**src/rtl/core/battery_efficiency_degradation_index_assert.svh**
```systemverilog
// ----------------------------------------------------------------------------
// Assertion macros for the efficiency degradation index block
// Implication checks that can be compiled out with NO_ASSERTIONS.
// ----------------------------------------------------------------------------
`ifndef BATTERY_EFFICIENCY_DEGRADATION_INDEX_ASSERT_SVH
`define BATTERY_EFFICIENCY_DEGRADATION_INDEX_ASSERT_SVH
`ifndef NO_ASSERTIONS
`define BEDI_ASSERT_IMPLY(name, clk, rst, cond, prop) \
   name: assert property (@(posedge clk) disable iff (rst) (cond) |-> (prop)) \
      else $error("bedi assertion failed");
`define BEDI_ASSERT_NEXT(name, clk, rst, cond, prop) \
   name: assert property (@(posedge clk) disable iff (rst) (cond) |=> (prop)) \
      else $error("bedi assertion failed");
`else
`define BEDI_ASSERT_IMPLY(name, clk, rst, cond, prop)
`define BEDI_ASSERT_NEXT(name, clk, rst, cond, prop)
`endif
`endif

```
**src/rtl/core/bedi_pkg.sv**
```systemverilog
// ----------------------------------------------------------------------------
// bedi_pkg
// Constants and types shared by the efficiency degradation index block.
// ----------------------------------------------------------------------------
`default_nettype none
package bedi_pkg;

   localparam int DIV_BITS_PER_STAGE = 2;

   localparam logic [2:0] CSR_ETA_START    = 3'd0;
   localparam logic [2:0] CSR_ETA_END      = 3'd1;
   localparam logic [2:0] CSR_TOTAL_CYCLES = 3'd2;
   localparam logic [2:0] CSR_DECAY_BETA   = 3'd3;
   localparam logic [2:0] CSR_TARGET_RATIO = 3'd4;
   localparam logic [2:0] CSR_SAFE_BOUND   = 3'd5;
   localparam logic [2:0] CSR_GOLD_BOUND   = 3'd6;
   localparam logic [2:0] CSR_HARD_BOUND   = 3'd7;

   localparam logic [1:0] BAND_ZERO = 2'd0;
   localparam logic [1:0] BAND_ONE  = 2'd1;
   localparam logic [1:0] BAND_LERP = 2'd2;

   localparam logic [31:0] LN2_Q32     = 32'd2977044472;
   localparam logic [32:0] ONE_Q32     = 33'h1_0000_0000;
   localparam logic [35:0] EXP_X_LIMIT = 36'd1453635;
   localparam logic [16:0] Q16_ONE     = 17'd65536;
   localparam logic [16:0] Q16_HALF    = 17'd32768;
   localparam logic [15:0] IDX_MAX     = 16'hFFFF;

   typedef struct packed {
      logic        big;
      logic        zero;
      logic [4:0]  shift;
      logic [31:0] r;
   } exp_side_type;

endpackage
`default_nettype wire

```
**src/rtl/core/bedi_div.sv**
```systemverilog
// ----------------------------------------------------------------------------
// bedi_div
// Pipelined restoring divider, two quotient bits per stage, with a side
// band that travels along with each word.
// ----------------------------------------------------------------------------
`default_nettype none
module bedi_div #(
   parameter int DW = 36,
   parameter int VW = 16,
   parameter int SW = 1
) (
   input  wire logic          clock,
   input  wire logic          reset,
   input  wire logic          adv,
   input  wire logic          in_valid,
   input  wire logic [DW-1:0] in_dividend,
   input  wire logic [VW-1:0] in_divisor,
   input  wire logic [SW-1:0] in_side,
   output logic               out_valid,
   output logic [DW-1:0]      out_quotient,
   output logic [SW-1:0]      out_side
);
   import bedi_pkg::*;

   localparam int S  = DIV_BITS_PER_STAGE;
   localparam int NS = (DW + S - 1) / S;
   localparam int PW = NS * S;

   logic [NS-1:0] valid_ff;
   logic [VW-1:0] rem_ff [NS];
   logic [VW-1:0] rem_in [NS];
   logic [PW-1:0] num_ff [NS];
   logic [PW-1:0] num_in [NS];
   logic [VW-1:0] den_ff [NS];
   logic [VW-1:0] den_in [NS];
   logic [SW-1:0] side_ff [NS];
   logic [SW-1:0] side_in [NS];

   // The numerator register holds the unused dividend bits on top and the
   // quotient bits found so far at the bottom.
   always_comb begin
      logic [VW-1:0] r;
      logic [PW-1:0] n;
      logic [VW-1:0] d;
      logic [VW:0]   t;
      for (int s = 0; s < NS; s++) begin
         if (s == 0) begin
            r = '0;
            n = PW'(in_dividend);
            d = in_divisor;
            side_in[s] = in_side;
         end else begin
            r = rem_ff[s-1];
            n = num_ff[s-1];
            d = den_ff[s-1];
            side_in[s] = side_ff[s-1];
         end
         for (int b = 0; b < S; b++) begin
            t = {r, n[PW-1]};
            n = {n[PW-2:0], 1'b0};
            if (t >= {1'b0, d}) begin
               t = t - {1'b0, d};
               n[0] = 1'b1;
            end
            r = t[VW-1:0];
         end
         rem_in[s] = r;
         num_in[s] = n;
         den_in[s] = d;
      end
   end

   always_ff @(posedge clock) begin
      if (reset) begin
         valid_ff <= '0;
      end else if (adv) begin
         valid_ff <= {valid_ff[NS-2:0], in_valid};
      end
   end

   always_ff @(posedge clock) begin
      if (adv) begin
         for (int s = 0; s < NS; s++) begin
            rem_ff[s]  <= rem_in[s];
            num_ff[s]  <= num_in[s];
            den_ff[s]  <= den_in[s];
            side_ff[s] <= side_in[s];
         end
      end
   end

   assign out_valid    = valid_ff[NS-1];
   assign out_quotient = num_ff[NS-1][DW-1:0];
   assign out_side     = side_ff[NS-1];

endmodule
`default_nettype wire

```
**config.mk**
```make
export PLATFORM = sky130hd
export DESIGN_NAME = bedi_div
export DESIGN_NICKNAME = d
export VERILOG_FILES = /design/src/rtl/core/battery_efficiency_degradation_index_assert.svh /design/src/rtl/core/bedi_pkg.sv /design/src/rtl/core/bedi_div.sv
export SDC_FILE = /design/constraint.sdc
export NUM_CORES = 2
export LEC_CHECK = 0
export ABC_AREA = 1
export CORE_UTILIZATION = 55
export DETAILED_ROUTE_END_ITERATION = 10
export DONT_BUFFER_PORTS = 1
export PLACE_DENSITY = 0.79
export SLEW_MARGIN = 20
export SYNTH_ARGS = -nofsm -noshare
export SYNTH_HDL_FRONTEND = slang
export SYNTH_SLANG_ARGS = --single-unit
```
**constraint.sdc**
```tcl
create_clock -name clock -period 4.99 [get_ports clock]
set_input_delay 0.7485 -clock clock [delete_from_list [all_inputs] [get_ports clock]]
set_output_delay 0.7485 -clock clock [all_outputs]
set_load 0.01 [all_outputs]
```
Word-level counts from Yosys, hierarchy flattened
Memories as Yosys holds them, arrays and structs flattened.
Cells that the tools add are included.
Storage, ports and cells
  flip-flop bits (word level): 18
  bits in writable memories: 1242
  output and inout port bits: 38
  logic and storage cells: 151
  memories kept: 4
Memory list
  num_ff: depth 18, width 36, read ports 18, clocked after Yosys merged registers in 0, wr ports 18, RTL line bedi_div.sv:32  | logic [PW-1:0] num_ff [NS];
  den_ff: depth 18, width 16, read ports 17, clocked after Yosys merged registers in 0, wr ports 18, RTL line bedi_div.sv:34  | logic [VW-1:0] den_ff [NS];
  rem_ff: depth 18, width 16, read ports 17, clocked after Yosys merged registers in 0, wr ports 18, RTL line bedi_div.sv:30  | logic [VW-1:0] rem_ff [NS];
  side_ff: depth 18, width 1, read ports 18, clocked after Yosys merged registers in 0, wr ports 18, RTL line bedi_div.sv:36  | logic [SW-1:0] side_ff [NS];
Cells by class
  $add $sub $neg: 36
  magnitude comparators: 36
  multiplexer cells: 74
Operators by type and width (count)
  $ge 17x16->1: 35
  $mux 16: 36
  $sub 16x16->16: 35
  $mux 1: 38
  $ge 1x16->1: 1
  $sub 1x16->16: 1

Longest topological paths before layout
  depth in word-level cells: 4
  mapped depth: 29

Worst setup path before layout
Ideal clock, no wire load.
  path kind: input to register
  from: in in_dividend[35]
  to: mem rem_ff[0][15], data pin
  setup time: 0.260 ns
  arrival time: 3.374 ns
  required time: 4.730 ns
  slack: 1.356 ns
  stages on the path: 23
  path buffers: 2
  cells stage by stage: inv_1 > ha_1 > inv_1 > ha_1 > inv_1 > nor2_1 > a21oi_1 > nand3b_1 > clkbuf_1 > nor2_1 > ha_1 > a21o_1 > inv_1 > nor2_1 > nor2_1 > nand3_1 > nand2_1 > inv_1 > o21ai_1 > nand2_2 > buf_4 > nand3_1 > nand2_1
RTL lines
  start: declaration: RTL line bedi_div.sv:16  | input wire logic [DW-1:0] in_dividend,
  end: declaration: RTL line bedi_div.sv:30

==> results.toml <==
[timing]
fmax_mhz = 219.7
setup_viol = 0
fin_crit_ns = 4.551
grt_setup_unrepaired = "false"
finalClockSkew_ns = 0.04763
slew_viol_final = 0
relSlewSlack_pct = 24.70
fin_crit_sh_pct = 91.21
holdWs_ns = 0.04520
setup_tns_ns = 0
hold_violations = 0
worstMarginPinSlew_ns = 1.130

[critical_path]
crit_top_cell = "nand2_1"
critPathMaxFanout = 17
arrival_ns = 5.10
path_cells = "inv_1, ha_1, nand2_1, inv_2, a21oi_1, nand2_1, nand2_2, nand2_2, nand2_1, nand2_2, o21ai_0, ha_1, nand3_1, nand2_1, nand4_1, nand2_1, nand2_1, nand2_1, nand2_1, nand3_2, nand2_1, nand2_1"
end_kind = "flip-flop"
crit_family = "simple AND/OR/NAND/NOR gates"
path_class = "flip-flop to flip-flop"
cp-start-kind = "flip-flop"
crit_buf_inv = 2
required_ns = 5.54
critPathSlowestCell = "o21ai_0"
critPathMaxStageDelay_ns = 0.58

[final_layout]
diodes = 0
fillers = 11210
drive_gt1_share_pct = 5.620
seq_area_um2 = 36700
syn_to_final_growth_pct = 9.268
final_nets = 8766
multi_input_area_um2 = 32370

[logic_synthesis]
synth_seq_cells = 1228
synth_area_um2 = 73160
synthTopCellsByArea = "edfxtp_1 (50%), nand2_1 (13%), ha_1 (9.6%)"
yosysMostFrequentCell = "nand2_1"
synth-edff-count = 1210
netlist_instances = 8011
synth.distinct_cells = 55
synth_commonest_cells = "nand2_1 (2503), edfxtp_1 (1210), inv_1 (878)"
ys_warn_count = 0
synthFlopType = "edfxtp_1"
synth_area_per_cell_um2 = 9.132
async_reset_ff_share_pct = 0
ys_seq_area_share_pct = 50.16
synth_top_area_cell = "edfxtp_1"
syn_nets = 8664
synth.top_cell.area_share_pct = 49.66

[floorplanning]
fp-row-count = 133
die_y_um = 366.7
start_util_pct = 55.51
dieArea_um2 = 134500
io_pins = 95
coreArea_um2 = 131800
die_x_um = 366.7

[detailed_routing]
drt_iter0_markers = 4388
antenna_left = 0
vias = 54970
wl_per_cell_um = 18.03
viasPerCell = 5.511
drt_pass1_iterations = 7
wl_mm = 179.9
drc = 0

[placed_design]
dp_hpwl_mm = 137.2
gp_congestion = 0.9892
io_buffers = 0

[global_routing]
globalRouteOverflowTotal = 0
grt_max_degree = 232
grt_pass1_wl_mm = 282.7
antenna_found_initial = 2
grt_util_all_layers_pct = 26.52
grt_pass1_vias = 52810

[worst_hold_path]
holdCritPathClass = "input port to flip-flop"

[clock_network]
cts_buffers = 134
clk_path_buf_depth = 3
cts_tree = "yes"
root_buffer = "clkbuf_16"
htree_num_levels = 4
cts_setup_buffers = 0
cts.sinks = 1228
clkSlewWorstSetupHoldPaths_ns = 0.06
clk_latency_ns = 0.81

[run_status]
run_status = "finished, final reports clean"

[flow_run]
cap_violations = 0
[per-layer routing]
layer,routed length [um],track usage [%]
met5,0,0
met4,6311,9.607
met1,78770,35.33
met3,9600,3.497
met2,85210,44.31
[per-stage QoR]
stage / instances / util, % / instance area (um^2) / setup slack [ns]
floorplan: 8011 / - / 73160 / 1.356
global placement: 9711 / 56.97 / 75080 / 0.3623
detailed placement: 9711 / 56.97 / 75080 / 0.3831
CTS: 9972 / 60.59 / 79850 / 0.3506
global route: 9975 / 60.65 / 79940 / 0.02419
finish: 9975 / 60.65 / 79940 / 0.4387
[worst register-to-register path: stages (launching register included)]
cell and delay [ns]:
edfxtp_1 0.50, inv_1 0.14, ha_1 0.37, nand2_1 0.12
inv_2 0.04, a21oi_1 0.13, nand2_1 0.15, nand2_2 0.12
nand2_2 0.09, nand2_1 0.11, nand2_2 0.25, o21ai_0 0.58
ha_1 0.36, nand3_1 0.09, nand2_1 0.11, nand4_1 0.10
nand2_1 0.10, nand2_1 0.09, nand2_1 0.08, nand2_1 0.12
nand3_2 0.36, nand2_1 0.17, nand2_1 0.10
[state kept, by name (all words and copies together), names as in the netlist]
signal / count
num_ff: 648
den_ff: 272
rem_ff: 272
side_ff: 18
valid_ff: 18
[cell usage in the layout (no fill, tap or decap), types with 11 or more instances in the layout]
cell,instances
nand4_1,56
ha_1,562
nor2_1,434
o21a_1,23
nand2_2,33
nand3_2,15
nand2_1,2503
dfxtp_1,18
xnor2_1,126
a31oi_1,28
nor4_1,22
a31o_2,17
xor2_1,205
bufinv_16,13
o21ai_0,230
inv_2,23
nand2_4,11
clkbuf_1,24
clkinv_1,20
a21oi_1,491
nand3b_1,45
nor2_4,14
nand3_1,652
clkinv_2,14
o21ai_2,21
edfxtp_1,1210
o21ai_1,63
clkbuf_16,134
buf_4,38
a21o_1,27
dlygate4sd3_1,18
a211oi_1,13
fa_1,34
inv_1,878
or2_2,49
nor3_1,48
[cells by family after synthesis]
family	after synthesis	synth area share, %
flip-flops	1228	50.16
buffers and inverters	1003	5.610
AND/OR/NAND/NOR	3922	22.82
AO/OA/AOI/OAI	931	6.904
adder cells (fa/ha/maj)	596	10.54
XOR/XNOR	331	3.963
[what timing repair did]
| action | CTS | global route |
|---|---|---|
| setup endpoints to repair | 0 | 16 |
| hold buffers | 18 | 0 |
| gates resized for setup | 0 | 1 |
| hold endpoints to repair | 35 | 0 |
[final timing paths]
| kind | cells past startpoint | slack (ns) | end | startpoint |
|---|---|---|---|---|
| min reg2reg | 0 | 0.39 | num_ff[14][3] | num_ff[13][1] |
| max | 22 | 0.44 | rem_ff[12][10] | den_ff[11][4] |
| max reg2reg | 22 | 0.44 | rem_ff[12][10] | den_ff[11][4] |
| min | 0 | 0.05 | den_ff[0][7] | in_divisor[7] |
[final cells by class]
| class | instances | area share [%] |
|---|---|---|
| tap | 1755 | 2.747 |
| multi-input combinational | 5780 | 40.49 |
| clock inverter | 83 | 1.401 |
| sequential | 1228 | 45.90 |
| inverter | 905 | 4.259 |
| timing repair buffer | 64 | 0.8577 |
| clock buffer | 160 | 4.342 |
Power is left out: the tool's default activity adds up to more than one toggle a clock period on the data nets, which glitch-free logic cannot reach.
